--- src/design/avsdc_pkg.sv ---
package avsdc_pkg;

    localparam int RATE_W      = 18;
    localparam int JIT_W       = 10;
    localparam int THR_W       = 24;
    localparam int DELAY_W     = 32;
    localparam int DELAY_MAG_W = 31;
    localparam int DRIFT_W     = 46;
    localparam int POS_W       = 42;
    localparam int UND_W       = 32;
    localparam int CORR_W      = 3;

    // Widest timestamp is 62 bits, so drift arithmetic fits in 64 bits.
    localparam int WIDE_W      = 64;
    localparam int HALF_W      = 32;

    localparam int unsigned US_PER_S  = 1000000;
    localparam int unsigned US_PER_MS = 1000;

    // Division by one million is a six-bit shift followed by a division by
    // 15625, which takes one quotient digit at a time by reciprocal multiplication.
    localparam int          DIV_SHIFT = 6;
    localparam int unsigned DIV_ODD   = US_PER_S >> DIV_SHIFT;
    localparam int          DIG_W     = 18;
    localparam int          REM_W     = 14;
    localparam int          RCP_W     = 33;
    localparam int          RCP_SH    = 46;
    // The reciprocal is 2^46 / 15625 rounded up, exact for any 32-bit partial dividend.
    localparam logic [RCP_W-1:0] DIV_RECIP = 33'd4503599628;

    localparam int QUEUE_DEPTH = 4;

    localparam int APB_ADDR_W = 4;
    localparam int APB_DATA_W = 32;

    localparam logic [1:0] REG_SAMPLE_RATE    = 2'd0;
    localparam logic [1:0] REG_JITTER_DEPTH   = 2'd1;
    localparam logic [1:0] REG_CORRECTION_THR = 2'd2;
    localparam logic [1:0] REG_RESAMPLE_THR   = 2'd3;

    localparam logic [RATE_W-1:0] SAMPLE_RATE_RST    = RATE_W'(48000);
    localparam logic [JIT_W-1:0]  JITTER_DEPTH_RST   = JIT_W'(40);
    localparam logic [THR_W-1:0]  CORRECTION_THR_RST = THR_W'(1000);
    localparam logic [THR_W-1:0]  RESAMPLE_THR_RST   = THR_W'(20000);

    typedef enum logic [CORR_W-1:0] {
        CORR_NONE          = 3'd0,
        CORR_STRETCH_AUDIO = 3'd1,
        CORR_SHRINK_AUDIO  = 3'd2,
        CORR_HOLD_VIDEO    = 3'd3,
        CORR_DROP_VIDEO    = 3'd4
    } t_corr;

    typedef enum logic [1:0] {
        KIND_VIDEO         = 2'd0,
        KIND_AUDIO_TIMED   = 2'd1,
        KIND_AUDIO_UNTIMED = 2'd2
    } t_kind;

    typedef struct packed {
        t_kind kind;
        logic  xrun;
    } t_ctl;

    typedef struct packed {
        logic [RATE_W-1:0] sample_rate_hz;
        logic [JIT_W-1:0]  jitter_depth_ms;
        logic [THR_W-1:0]  correction_threshold;
        logic [THR_W-1:0]  resample_threshold;
    } t_cfg;

endpackage

--- src/design/av_sync_drift_classifier.sv ---
// Audio/video drift classifier. Each beat is a video frame timestamp or an
// audio poll; every accepted beat yields exactly one result beat carrying the
// current drift, the chosen correction, the audio play position, the underrun
// count and whether both timestamps are known. Input beats enter a four-deep
// queue ahead of the execution sequencer, so while a result waits the queue
// still takes four beats and the sequencer holds one more. A video beat and
// an audio beat without valid timing skip the division; an audio beat with
// valid timing divides timestamp times sample rate by one million: a six-bit
// shift, then a division by 15625 that yields one 18-bit quotient digit per
// S_DIV/S_REM pass by reciprocal multiplication. A result held back by the
// output side stalls the sequencer. Registers sit at byte addresses 0 (sample
// rate), 4 (jitter depth), 8 (correction threshold) and 12 (resample
// threshold) and are to be written only while the block is idle.
// No clearing pass is needed after reset. TIME_WIDTH may range from 32 to 62.
module av_sync_drift_classifier #(
    parameter int TIME_WIDTH = 44
) (
    input  logic                                   i_clk,
    input  logic                                   i_rst_n,
    input  logic                                   i_valid,
    output logic                                   o_ready,
    input  logic                                   i_action,
    input  logic [TIME_WIDTH-1:0]                  i_timestamp_us,
    input  logic signed [avsdc_pkg::DELAY_W-1:0]   i_delay_frames,
    input  logic                                   i_xrun,
    input  logic                                   i_timing_valid,
    output logic                                   o_valid,
    input  logic                                   i_ready,
    output logic signed [avsdc_pkg::DRIFT_W-1:0]   o_drift_out,
    output logic [avsdc_pkg::CORR_W-1:0]           o_correction,
    output logic [avsdc_pkg::POS_W-1:0]            o_position_frames,
    output logic [avsdc_pkg::UND_W-1:0]            o_underruns,
    output logic                                   o_drift_ready,
    input  logic                                   psel,
    input  logic                                   penable,
    input  logic                                   pwrite,
    input  logic [avsdc_pkg::APB_ADDR_W-1:0]       paddr,
    input  logic [avsdc_pkg::APB_DATA_W-1:0]       pwdata,
    output logic [avsdc_pkg::APB_DATA_W-1:0]       prdata,
    output logic                                   pready
);
    import avsdc_pkg::*;

    localparam int CTL_W = $bits(t_ctl);
    localparam int QW    = CTL_W + DELAY_MAG_W + TIME_WIDTH;

    t_cfg                   r_cfg;
    logic                   w_push;
    logic                   w_full;
    logic                   w_pop;
    logic                   w_empty;
    t_ctl                   w_ctl;
    logic [DELAY_MAG_W-1:0] w_delay;
    logic [QW-1:0]          w_qin;
    logic [QW-1:0]          w_qout;
    t_ctl                   w_hd_ctl;
    logic [DELAY_MAG_W-1:0] w_hd_delay;
    logic [TIME_WIDTH-1:0]  w_hd_ts;
    logic                   w_cfg_wr;

    assign pready   = 1'b1;
    assign w_cfg_wr = psel && penable && pwrite;

    always_ff @(posedge i_clk) begin
        if (!i_rst_n) begin
            r_cfg.sample_rate_hz       <= SAMPLE_RATE_RST;
            r_cfg.jitter_depth_ms      <= JITTER_DEPTH_RST;
            r_cfg.correction_threshold <= CORRECTION_THR_RST;
            r_cfg.resample_threshold   <= RESAMPLE_THR_RST;
        end else if (w_cfg_wr) begin
            case (paddr[3:2])
                REG_SAMPLE_RATE:    r_cfg.sample_rate_hz       <= pwdata[RATE_W-1:0];
                REG_JITTER_DEPTH:   r_cfg.jitter_depth_ms      <= pwdata[JIT_W-1:0];
                REG_CORRECTION_THR: r_cfg.correction_threshold <= pwdata[THR_W-1:0];
                REG_RESAMPLE_THR:   r_cfg.resample_threshold   <= pwdata[THR_W-1:0];
                default: begin
                end
            endcase
        end
    end

    always_comb begin
        case (paddr[3:2])
            REG_SAMPLE_RATE:    prdata = APB_DATA_W'(r_cfg.sample_rate_hz);
            REG_JITTER_DEPTH:   prdata = APB_DATA_W'(r_cfg.jitter_depth_ms);
            REG_CORRECTION_THR: prdata = APB_DATA_W'(r_cfg.correction_threshold);
            REG_RESAMPLE_THR:   prdata = APB_DATA_W'(r_cfg.resample_threshold);
            default:            prdata = '0;
        endcase
    end

    avsdc_front u_front (
        .i_valid        (i_valid),
        .o_ready        (o_ready),
        .i_action       (i_action),
        .i_delay_frames (i_delay_frames),
        .i_xrun         (i_xrun),
        .i_timing_valid (i_timing_valid),
        .i_full         (w_full),
        .o_push         (w_push),
        .o_ctl          (w_ctl),
        .o_delay        (w_delay)
    );

    assign w_qin = {w_ctl, w_delay, i_timestamp_us};

    avsdc_queue #(
        .DW    (QW),
        .DEPTH (QUEUE_DEPTH)
    ) u_queue (
        .i_clk   (i_clk),
        .i_rst_n (i_rst_n),
        .i_push  (w_push),
        .i_data  (w_qin),
        .o_full  (w_full),
        .i_pop   (w_pop),
        .o_data  (w_qout),
        .o_empty (w_empty)
    );

    assign w_hd_ctl   = t_ctl'(w_qout[QW-1 -: CTL_W]);
    assign w_hd_delay = w_qout[TIME_WIDTH +: DELAY_MAG_W];
    assign w_hd_ts    = w_qout[TIME_WIDTH-1:0];

    avsdc_back #(
        .TIME_WIDTH (TIME_WIDTH)
    ) u_back (
        .i_clk             (i_clk),
        .i_rst_n           (i_rst_n),
        .i_empty           (w_empty),
        .o_pop             (w_pop),
        .i_ctl             (w_hd_ctl),
        .i_ts              (w_hd_ts),
        .i_delay           (w_hd_delay),
        .i_cfg             (r_cfg),
        .o_valid           (o_valid),
        .i_ready           (i_ready),
        .o_drift_out       (o_drift_out),
        .o_correction      (o_correction),
        .o_position_frames (o_position_frames),
        .o_underruns       (o_underruns),
        .o_drift_ready     (o_drift_ready)
    );

`ifndef SYNTHESIS
    // A beat pushed into an empty queue leaves it non-empty once the push is registered.
    a_queue_holds: assert property (@(posedge i_clk) disable iff (!i_rst_n)
        (w_push && w_empty) |=> !w_empty)
        else $error("queue lost a pushed beat");

    // Stretching audio or holding video follows a positive drift.
    a_positive_drift: assert property (@(posedge i_clk) disable iff (!i_rst_n)
        (o_valid && (o_correction == CORR_STRETCH_AUDIO ||
                     o_correction == CORR_HOLD_VIDEO)) |-> (o_drift_out > 0))
        else $error("stretch or hold reported with a drift that is not positive");

    a_nonpositive_drift: assert property (@(posedge i_clk) disable iff (!i_rst_n)
        (o_valid && (o_correction == CORR_SHRINK_AUDIO ||
                     o_correction == CORR_DROP_VIDEO)) |-> (o_drift_out <= 0))
        else $error("shrink or drop reported with a positive drift");
`endif

endmodule

--- src/design/avsdc_front.sv ---
module avsdc_front (
    input  logic                                   i_valid,
    output logic                                   o_ready,
    input  logic                                   i_action,
    input  logic signed [avsdc_pkg::DELAY_W-1:0]   i_delay_frames,
    input  logic                                   i_xrun,
    input  logic                                   i_timing_valid,
    input  logic                                   i_full,
    output logic                                   o_push,
    output avsdc_pkg::t_ctl                        o_ctl,
    output logic [avsdc_pkg::DELAY_MAG_W-1:0]      o_delay
);
    import avsdc_pkg::*;

    assign o_ready = !i_full;
    assign o_push  = i_valid && !i_full;

    always_comb begin
        if (!i_action) begin
            o_ctl.kind = KIND_VIDEO;
        end else if (i_timing_valid) begin
            o_ctl.kind = KIND_AUDIO_TIMED;
        end else begin
            o_ctl.kind = KIND_AUDIO_UNTIMED;
        end
        // Underrun flags mean nothing on video beats.
        o_ctl.xrun = i_action && i_xrun;
    end

    // A negative delay counts as no delay.
    assign o_delay = i_delay_frames[DELAY_W-1] ? '0 : i_delay_frames[DELAY_MAG_W-1:0];

endmodule

--- src/design/avsdc_queue.sv ---
module avsdc_queue #(
    parameter int DW    = 8,
    parameter int DEPTH = 4
) (
    input  logic          i_clk,
    input  logic          i_rst_n,
    input  logic          i_push,
    input  logic [DW-1:0] i_data,
    output logic          o_full,
    input  logic          i_pop,
    output logic [DW-1:0] o_data,
    output logic          o_empty
);
    localparam int PTR_W = $clog2(DEPTH);
    localparam int CNT_W = $clog2(DEPTH + 1);

    logic [DW-1:0]    r_mem [DEPTH];
    logic [PTR_W-1:0] r_wptr;
    logic [PTR_W-1:0] r_rptr;
    logic [CNT_W-1:0] r_count;

    assign o_full  = (r_count == CNT_W'(DEPTH));
    assign o_empty = (r_count == '0);
    assign o_data  = r_mem[r_rptr];

    always_ff @(posedge i_clk) begin
        if (i_push) begin
            r_mem[r_wptr] <= i_data;
        end
    end

    always_ff @(posedge i_clk) begin
        if (!i_rst_n) begin
            r_wptr  <= '0;
            r_rptr  <= '0;
            r_count <= '0;
        end else begin
            if (i_push) begin
                r_wptr <= (r_wptr == PTR_W'(DEPTH - 1)) ? '0 : r_wptr + PTR_W'(1);
            end
            if (i_pop) begin
                r_rptr <= (r_rptr == PTR_W'(DEPTH - 1)) ? '0 : r_rptr + PTR_W'(1);
            end
            if (i_push && !i_pop) begin
                r_count <= r_count + CNT_W'(1);
            end else if (i_pop && !i_push) begin
                r_count <= r_count - CNT_W'(1);
            end
        end
    end

endmodule

--- src/design/avsdc_back.sv ---
module avsdc_back #(
    parameter int TIME_WIDTH = 44
) (
    input  logic                                  i_clk,
    input  logic                                  i_rst_n,
    input  logic                                  i_empty,
    output logic                                  o_pop,
    input  avsdc_pkg::t_ctl                       i_ctl,
    input  logic [TIME_WIDTH-1:0]                 i_ts,
    input  logic [avsdc_pkg::DELAY_MAG_W-1:0]     i_delay,
    input  avsdc_pkg::t_cfg                       i_cfg,
    output logic                                  o_valid,
    input  logic                                  i_ready,
    output logic signed [avsdc_pkg::DRIFT_W-1:0]  o_drift_out,
    output logic [avsdc_pkg::CORR_W-1:0]          o_correction,
    output logic [avsdc_pkg::POS_W-1:0]           o_position_frames,
    output logic [avsdc_pkg::UND_W-1:0]           o_underruns,
    output logic                                  o_drift_ready
);
    import avsdc_pkg::*;

    localparam int PROD_W    = TIME_WIDTH + RATE_W;
    localparam int QUO_W     = PROD_W - DIV_SHIFT;
    localparam int DIV_STEPS = (QUO_W + DIG_W - 1) / DIG_W;
    localparam int DVD_W     = DIV_STEPS * DIG_W;
    localparam int CNT_W     = $clog2(DIV_STEPS);
    localparam int PART_W    = HALF_W + RATE_W;
    localparam int SUM_W     = PART_W + HALF_W;
    localparam int JMUL_W    = JIT_W + 10;
    localparam int V_W       = REM_W + DIG_W;
    localparam int QP_W      = V_W + RCP_W;
    localparam logic signed [WIDE_W-1:0] DRIFT_MAX64 =
        (WIDE_W'(64'sd1) <<< (DRIFT_W - 1)) - WIDE_W'(64'sd1);
    localparam logic signed [WIDE_W-1:0] DRIFT_MIN64 = -DRIFT_MAX64 - WIDE_W'(64'sd1);

    typedef enum logic [3:0] {
        S_IDLE,
        S_MUL,
        S_SUM,
        S_DIV,
        S_REM,
        S_POS,
        S_DRIFT,
        S_SAT,
        S_CLASS,
        S_OUT
    } t_state;

    t_state                      r_state;
    logic [TIME_WIDTH-1:0]       r_ts;
    logic [DELAY_MAG_W-1:0]      r_delay;
    logic [PART_W-1:0]           r_plo;
    logic [PART_W-1:0]           r_phi;
    logic [DVD_W-1:0]            r_dvd;
    logic [REM_W-1:0]            r_rem;
    logic [V_W-1:0]              r_v;
    logic [DIG_W-1:0]            r_qdig;
    logic [CNT_W-1:0]            r_cnt;
    logic [TIME_WIDTH-1:0]       r_video;
    logic [TIME_WIDTH-1:0]       r_audio;
    logic signed [WIDE_W-1:0]    r_dfull;
    logic signed [DRIFT_W-1:0]   r_drift;
    t_corr                       r_corr;
    logic [POS_W-1:0]            r_pos;
    logic [UND_W-1:0]            r_und;
    logic                        r_ovalid;
    logic signed [DRIFT_W-1:0]   r_odrift;
    t_corr                       r_ocorr;
    logic [POS_W-1:0]            r_opos;
    logic [UND_W-1:0]            r_ound;
    logic                        r_ordy;

    logic [WIDE_W-1:0]           w_ts_wide;
    logic [PART_W-1:0]           w_plo;
    logic [PART_W-1:0]           w_phi;
    logic [SUM_W-1:0]            w_prod;
    logic [V_W-1:0]              w_v;
    logic [QP_W-1:0]             w_qprod;
    logic [DIG_W-1:0]            w_qdig;
    logic [V_W-1:0]              w_qd;
    logic [DVD_W:0]              w_diff;
    logic [POS_W-1:0]            n_pos;
    logic [JMUL_W-1:0]           w_jit_us;
    logic [WIDE_W-1:0]           w_dsum;
    logic signed [DRIFT_W-1:0]   n_drift;
    logic [DRIFT_W-1:0]          w_mag;
    logic                        w_positive;
    t_corr                       n_corr;
    logic                        w_both;

    assign o_pop = (r_state == S_IDLE) && !i_empty;
    assign w_both = (r_video != '0) && (r_audio != '0);

    // The product is split in halves so that each multiplier stays narrow.
    assign w_ts_wide = WIDE_W'(r_ts);
    assign w_plo = PART_W'(w_ts_wide[HALF_W-1:0]) * PART_W'(i_cfg.sample_rate_hz);
    assign w_phi = PART_W'(w_ts_wide[WIDE_W-1:HALF_W]) * PART_W'(i_cfg.sample_rate_hz);
    assign w_prod = {r_phi, HALF_W'(0)} + SUM_W'(r_plo);

    // Long division by 15625, one 18-bit digit per S_DIV/S_REM pass. The partial
    // dividend (remainder above the next digit) stays below 2^32, so the
    // reciprocal product gives the exact quotient digit. Dividend digits leave
    // at the top while quotient digits enter at the bottom.
    assign w_v     = {r_rem, r_dvd[DVD_W-1 -: DIG_W]};
    assign w_qprod = QP_W'(w_v) * QP_W'(DIV_RECIP);
    assign w_qdig  = w_qprod[RCP_SH +: DIG_W];
    assign w_qd    = V_W'(r_qdig) * V_W'(DIV_ODD);

    assign w_diff = {1'b0, r_dvd} - (DVD_W + 1)'(r_delay);

    always_comb begin
        if (w_diff[DVD_W]) begin
            n_pos = '0;
        end else if (|w_diff[DVD_W-1:POS_W]) begin
            n_pos = '1;
        end else begin
            n_pos = w_diff[POS_W-1:0];
        end
    end

    assign w_jit_us = JMUL_W'(i_cfg.jitter_depth_ms) * JMUL_W'(US_PER_MS);
    assign w_dsum   = WIDE_W'(r_video) + WIDE_W'(w_jit_us) - WIDE_W'(r_audio);

    always_comb begin
        if (r_dfull > DRIFT_MAX64) begin
            n_drift = DRIFT_MAX64[DRIFT_W-1:0];
        end else if (r_dfull < DRIFT_MIN64) begin
            n_drift = DRIFT_MIN64[DRIFT_W-1:0];
        end else begin
            n_drift = r_dfull[DRIFT_W-1:0];
        end
    end

    assign w_mag = r_drift[DRIFT_W-1] ? (DRIFT_W'(0) - DRIFT_W'(r_drift)) : DRIFT_W'(r_drift);
    assign w_positive = !r_drift[DRIFT_W-1] && (r_drift != '0);

    always_comb begin
        if (w_mag < DRIFT_W'(i_cfg.correction_threshold)) begin
            n_corr = CORR_NONE;
        end else if (w_mag < DRIFT_W'(i_cfg.resample_threshold)) begin
            n_corr = w_positive ? CORR_STRETCH_AUDIO : CORR_SHRINK_AUDIO;
        end else begin
            n_corr = w_positive ? CORR_HOLD_VIDEO : CORR_DROP_VIDEO;
        end
    end

    always_ff @(posedge i_clk) begin
        if (!i_rst_n) begin
            r_state  <= S_IDLE;
            r_video  <= '0;
            r_audio  <= '0;
            r_drift  <= '0;
            r_corr   <= CORR_NONE;
            r_pos    <= '0;
            r_und    <= '0;
            r_ovalid <= 1'b0;
        end else begin
            // In S_OUT the valid flag is loaded below instead.
            if (r_ovalid && i_ready && (r_state != S_OUT)) begin
                r_ovalid <= 1'b0;
            end
            case (r_state)
                S_IDLE: begin
                    if (!i_empty) begin
                        r_ts    <= i_ts;
                        r_delay <= i_delay;
                        if (i_ctl.xrun) begin
                            r_und <= r_und + UND_W'(1);
                        end
                        case (i_ctl.kind)
                            KIND_VIDEO: begin
                                r_video <= i_ts;
                                r_state <= S_DRIFT;
                            end
                            KIND_AUDIO_TIMED: begin
                                r_state <= S_MUL;
                            end
                            default: begin
                                r_state <= S_OUT;
                            end
                        endcase
                    end
                end
                S_MUL: begin
                    r_plo   <= w_plo;
                    r_phi   <= w_phi;
                    r_state <= S_SUM;
                end
                S_SUM: begin
                    r_dvd   <= DVD_W'(w_prod[SUM_W-1:DIV_SHIFT]);
                    r_rem   <= '0;
                    r_cnt   <= '0;
                    r_state <= S_DIV;
                end
                S_DIV: begin
                    r_v     <= w_v;
                    r_qdig  <= w_qdig;
                    r_dvd   <= {r_dvd[DVD_W-DIG_W-1:0], w_qdig};
                    r_state <= S_REM;
                end
                S_REM: begin
                    r_rem <= REM_W'(r_v - w_qd);
                    r_cnt <= r_cnt + CNT_W'(1);
                    if (r_cnt == CNT_W'(DIV_STEPS - 1)) begin
                        r_state <= S_POS;
                    end else begin
                        r_state <= S_DIV;
                    end
                end
                S_POS: begin
                    r_pos   <= n_pos;
                    r_audio <= r_ts;
                    r_state <= S_DRIFT;
                end
                S_DRIFT: begin
                    // Drift and correction keep their old values until both
                    // timestamps are known.
                    if (w_both) begin
                        r_dfull <= w_dsum;
                        r_state <= S_SAT;
                    end else begin
                        r_state <= S_OUT;
                    end
                end
                S_SAT: begin
                    r_drift <= n_drift;
                    r_state <= S_CLASS;
                end
                S_CLASS: begin
                    r_corr  <= n_corr;
                    r_state <= S_OUT;
                end
                S_OUT: begin
                    if (!r_ovalid || i_ready) begin
                        r_odrift <= r_drift;
                        r_ocorr  <= r_corr;
                        r_opos   <= r_pos;
                        r_ound   <= r_und;
                        r_ordy   <= w_both;
                        r_ovalid <= 1'b1;
                        r_state  <= S_IDLE;
                    end
                end
                default: begin
                    r_state <= S_IDLE;
                end
            endcase
        end
    end

    assign o_valid           = r_ovalid;
    assign o_drift_out       = r_odrift;
    assign o_correction      = r_ocorr;
    assign o_position_frames = r_opos;
    assign o_underruns       = r_ound;
    assign o_drift_ready     = r_ordy;

endmodule

--- config.mk ---
export PLATFORM = sky130hd
export DESIGN_NAME = av_sync_drift_classifier
export DESIGN_NICKNAME = d
export VERILOG_FILES = /design/src/design/avsdc_pkg.sv /design/src/design/av_sync_drift_classifier.sv /design/src/design/avsdc_front.sv /design/src/design/avsdc_queue.sv /design/src/design/avsdc_back.sv
export SDC_FILE = /design/constraint.sdc
export NUM_CORES = 2
export LEC_CHECK = 0
export BUFFER_PORTS_ARGS = -buffer_cell sky130_fd_sc_hd__clkbuf_2
export CAP_MARGIN = 5
export CORE_MARGIN = 2
export CORE_UTILIZATION = 45
export DETAILED_ROUTE_END_ITERATION = 10
export PLACE_DENSITY = 0.7
export SYNTH_ARGS = -nofsm -noshare
export SYNTH_HDL_FRONTEND = slang
export SYNTH_SLANG_ARGS = --single-unit
--- constraint.sdc ---
create_clock -name i_clk -period 23.3 [get_ports i_clk]
set_input_delay 4.66 -clock i_clk [delete_from_list [all_inputs] [get_ports i_clk]]
set_output_delay 4.66 -clock i_clk [all_outputs]
set_load 0.02 [all_outputs]
Yosys cells after proc, flatten, opt, wreduce, memory -nomap -nowiden
Memories as Yosys holds them, arrays and structs flattened. A register that Yosys moved wholly into a read port is not among the register bits. Cells that the tools add are included.

Bits in registers: 762. Bits in writable memories: 312. Bits of input ports: 122. Logic and storage cells: 149. Memories kept: 1.

Memories: u_queue.r_mem (depth 4, width 78, read ports 1, clocked after memory_dff 1, write ports 1, line avsdc_queue.sv:17) `logic [DW-1:0] r_mem [DEPTH];`.

Add/subtract/negate cells: 12. Multiply operators: 5. Order comparisons: 4. Equality and inequality tests: 20. Muxes and demuxes: 33. Bitwise operators: 1. Reductions and logical operators: 43.

Operator list (number): 72-bit one-hot mux with 2 select lines (1); 46-bit 2-to-1 mux (3); 32-bit one-hot mux with 4 select lines (1); 46-bit by 24-bit less-than comparator with 1-bit output (2); 44-bit nonzero test (2); 42-bit 2-to-1 mux (2); 72-bit by 31-bit subtractor with 73-bit output (1); 64-bit by 46-bit greater-than comparator with 1-bit output (second input constant) (1); 64-bit by 46-bit less-than comparator with 1-bit output (second input constant) (1); 64-bit by 44-bit subtractor with 64-bit output (1); 62-bit by 50-bit adder with 63-bit output (1); 32-bit by 31-bit multiplier with 62-bit output (second input constant) (1); 32-bit by 18-bit multiplier with 50-bit output (1); 46-bit nonzero test (1); 1-bit by 46-bit subtractor with 46-bit output (first input constant) (1); 44-bit by 20-bit adder with 45-bit output (1); 4-bit one-hot mux with 10 select lines (1); 32-bit by 1-bit adder with 32-bit output (second input constant) (1); 31-bit 2-to-1 mux (1); 12-bit by 18-bit multiplier with 30-bit output (1); 30-bit OR reduction (1); 14-bit one-hot mux with 2 select lines (1); 18-bit by 14-bit multiplier with 14-bit output (second input constant) (1); 3-bit 2-to-1 mux (6); 30 further kinds (84).

Longest topological paths before layout
Depth after elaboration: 7. Gate-level depth with buffers: 41. Depth with buffers taken out: 39.

Cells and area by module
From an unflattened synthesis, not the netlist that was laid out.

Cells, all modules: 8675. Area, all modules: 91212.5 um^2.

Modules (own cells, without submodules): avsdc_back (instances 1, cells an instance 7823, area an instance 75668.8 um^2); avsdc_queue (instances 1, cells an instance 452, area an instance 11731.3 um^2); av_sync_drift_classifier (instances 1, cells an instance 361, area an instance 3555.9 um^2); avsdc_front (instances 1, cells an instance 39, area an instance 256.5 um^2).

Worst setup path before layout
No wires, ideal clock.

Path kind: input -> output. From: input port paddr[2] (netlist name). To: output port prdata[6] (netlist name). Data arrival time: 6.188 ns. Path slack: 12.452 ns. Cell stages on the path: 4. Buffers on the path: 3. Path through: clkbuf_1 clkbuf_1 clkbuf_1 mux4_2.

Longest elaborated chain between the ends: 2.

RTL lines: start, declared (line av_sync_drift_classifier.sv:37) `input logic [avsdc_pkg::APB_ADDR_W-1:0] paddr,`; 2-bit equality test, or another cell as far along (line av_sync_drift_classifier.sv:83) `case (paddr[3:2])`; 32-bit one-hot mux with 4 select lines * (line av_sync_drift_classifier.sv:83); end, declared (line av_sync_drift_classifier.sv:39) `output logic [avsdc_pkg::APB_DATA_W-1:0] prdata,`.

Mark *: on every way between the ends. The rest lies on a longest branch, timed or not. The select of a mux whose other input is x is not followed.

Final worst setup path
From: input port paddr[3] (netlist name). To: output port prdata[14] (netlist name).

The elaborated chain is that of the path after synthesis.

==> summary.md <==
| Metric | Value |
|---|---|
| Outcome | finished, final reports clean |
| GRT overflow | 0 |
| Setup violations, final | 0 |
| Arrival time at the worst endpoint | 6.29 ns |
| TritonRoute pass-1 iters | 7 |
| Via density | 5.467 |
| Placeable Area | 199900 sq um |
| Met2 Wirelength | 117700 um |
| Initial DRC count | 4653 |
| Met1 wire length | 98900 um |
| Post-synthesis sequential area ratio | 0.3199 |
| Min cycle time layout | 10.95 ns |
| Post-DP HPWL | 189100 um |
| Fill count | 17980 |
| Nets | 10860 |
| Synth top area share | 0.2535 |
| Syn_area_per_cell | 10.37 sq um |
| Synth cell count leaders | inv_1, nand2_1, fa_1 |
| Met3 wire len | 17580 um |
| Antenna-violating nets left | 0 |
| Starting Density | 0.4535 |
| Final hold vios | 0 |
| Die Y | 452.8 um |
| GPL Wtd Cong | 0.9377 |
| Final WL | 243600 um |
| Global Route Usage Sum | 0.2395 |
| Ys async rst share | 0 |
| Largest area contributor in the netlist | edfxtp_1 |
| Min-Delay Path Class | flip-flop to flip-flop |
| Routed len/inst | 21.04 um |
| Vias in the first global route | 66340 |
| Largest net degree at the start of global routing | 166 |
| Dominant synthesized flop cell | edfxtp_1 |
| CP startpoint kind | input port |
| Worst-path clk slew | 0.06 ns |
| Worst-Skew Late Latency | 0.75 ns |
| H-Tree Level Count | 3 |
| Clock tree sinks | 1066 |
| Top-count cell post-synth | inv_1 |
| CP Capture Type | output pin |
| Crit Path Max Fanout | 31 |
| Cts bufs inserted | 101 |
| Uppermost layer routed | met5 |
| CP required | 18.64 ns |
| CTS root buf | clkbuf_16 |
| Post-CTS resize count | 0 |
| Die ar. | 205000 sq um |
| Post-Syn Area | 90640 sq um |
| Layout Skew | 0.05130 ns |
| Clock Path Buffers | 3 |
| Die width | 452.8 um |
| Cell Rows | 164 |
| # IOs | 281 |
| Buffers on Ports | 261 |
| Final period utilization | 0.4699 |
| Final-report max-slew violation count | 0 |
| Slew Limit Headroom | 0.1358 |
| CTS Hold Bufs | 0 |
| Drc violations | 0 |
| Layout cells sized above 1 | 0.07237 |
| Synth Instances | 8739 |
| Max-cap viol count | 0 |
| Initial antenna violation count | 26 |
| Distinct cells, synth | 82 |
| Area contributors post-synth | edfxtp_1, fa_1, ha_1 |
| Area delta synth->final | 8.193% |
| Peak Freq | 91.33 MHz |
| RSZ-0062 raised after global routing | no |
| Area of the multi-input gates | 54710 sq um |
| First-pass GRT wire length | 380800 um |
| Final non-filler cell total | 11580 |
| Post-synth EDFFs | 765 |
| Worst Tran Pin Value | 1.296 ns |
| Setup TNS | 0 ns |
| Ys Warns | 0 |
| #FFs+latches synth | 1066 |
| CTS tree | built |
| Reg area | 29010 sq um |
| DR vias | 63300 |
| Setup Buffers After CTS | 0 |
| Placed Cells | 11380 |
| Crit Path Class | input port to output pin |
-- final cells by class --
type / count / area share
Antenna cell: 9 / 0.0002297
Timing Repair Buffer: 332 / 0.01888
Tap cell: 2656 / 0.03389
Clock buffer: 135 / 0.02853
Sequential cell: 1066 / 0.2959
Multi-Input combinational cell: 5802 / 0.5579
Clock inverter: 54 / 0.006341
Inverter: 1524 / 0.05839
-- worst max-delay path: stages --
cell      delay, ns
clkbuf_2       0.42
nor2_1         0.69
a22o_1         0.31
clkbuf_2       0.19
-- sequential cells by signal, summed over array words and instances, names as in the netlist, 42 cells and up, named ones only --
register                  flops
u_queue.r_mem               312
r_cfg                        76
u_back.r_dvd                 72
u_back.r_dfull               64
u_back.o_drift_out           46
u_back.r_drift               46
u_back.r_audio               44
u_back.r_plo                 44
u_back.r_ts                  44
u_back.r_video               44
u_back.o_position_frames     42
u_back.r_pos                 42
-- through the flow --
stage / hold slack, ns / cell area (sq um) / setup WS (ns) / util
after global placement: 0.4138 / 94620 / 12.40 / 0.4734
after CTS: 0.4301 / 98040 / 12.39 / 0.4905
after global routing: 0.4368 / 98050 / 12.28 / 0.4906
after detailed placement: 0.4148 / 94620 / 12.40 / 0.4734
final: 0.4267 / 98060 / 12.35 / 0.4906
after floorplan: 0.4081 / 90660 / 12.45 / -
-- final timing paths --
| path | from | end | depth (start not counted) | slack, ns |
|---|---|---|---|---|
| max | paddr[3] | prdata[14] | 4 | 12.35 |
| min | u_back.r_pos[13] | u_back.o_position_frames[13] | 0 | 0.43 |
| max reg2reg | r_cfg[49] | u_back.r_dfull[44] | 40 | 13.24 |
| min reg2reg | u_back.r_pos[13] | u_back.o_position_frames[13] | 0 | 0.43 |
-- cells in the final DEF (no fill, tap or decap), drive strengths merged, types with 15 or more instances in the layout --
cell type and n:
nand4 47, and3 45, or3 31, nor2 277, dfxtp 301, or2 18, o211ai 26, ha 829
and2 246, o21ai 272, clkinv 31, nor2b 85, o31ai 20, xnor2 208, a21oi 480, buf 71
mux2i 22, a21boi 15, xor2 113, a211oi 21, o21a 40, mux4 88, fa 1084, a31oi 18
nand2 1215, nand2b 47, o21bai 32, clkbuf 396, nor3 73, or4 17, nor4 62, inv 1534
edfxtp 765, nand3 105, a21o 112
-- metal layers --
metal	vias up	track usage
li1	28600	-
met1	31980	0.3098
met2	2194	0.4025
met3	497	0.04571
met4	30	0.08099
met5	-	0.002799
-- kinds of logic after synthesis --
| group | synth area share |
|---|---|
| buffers and inverters | 0.07815 |
| AOI/OAI and AO/OA | 0.07573 |
| muxes | 0.02566 |
| adders and majority gates | 0.3539 |
| xor gates and xnor gates | 0.03102 |
| and+or+nand+nor | 0.1155 |
| other | 0.00008286 |
| DFF | 0.3199 |
Power is left out: the tool's default activity adds up to more than one toggle a clock period on the data nets, which glitch-free logic cannot reach.
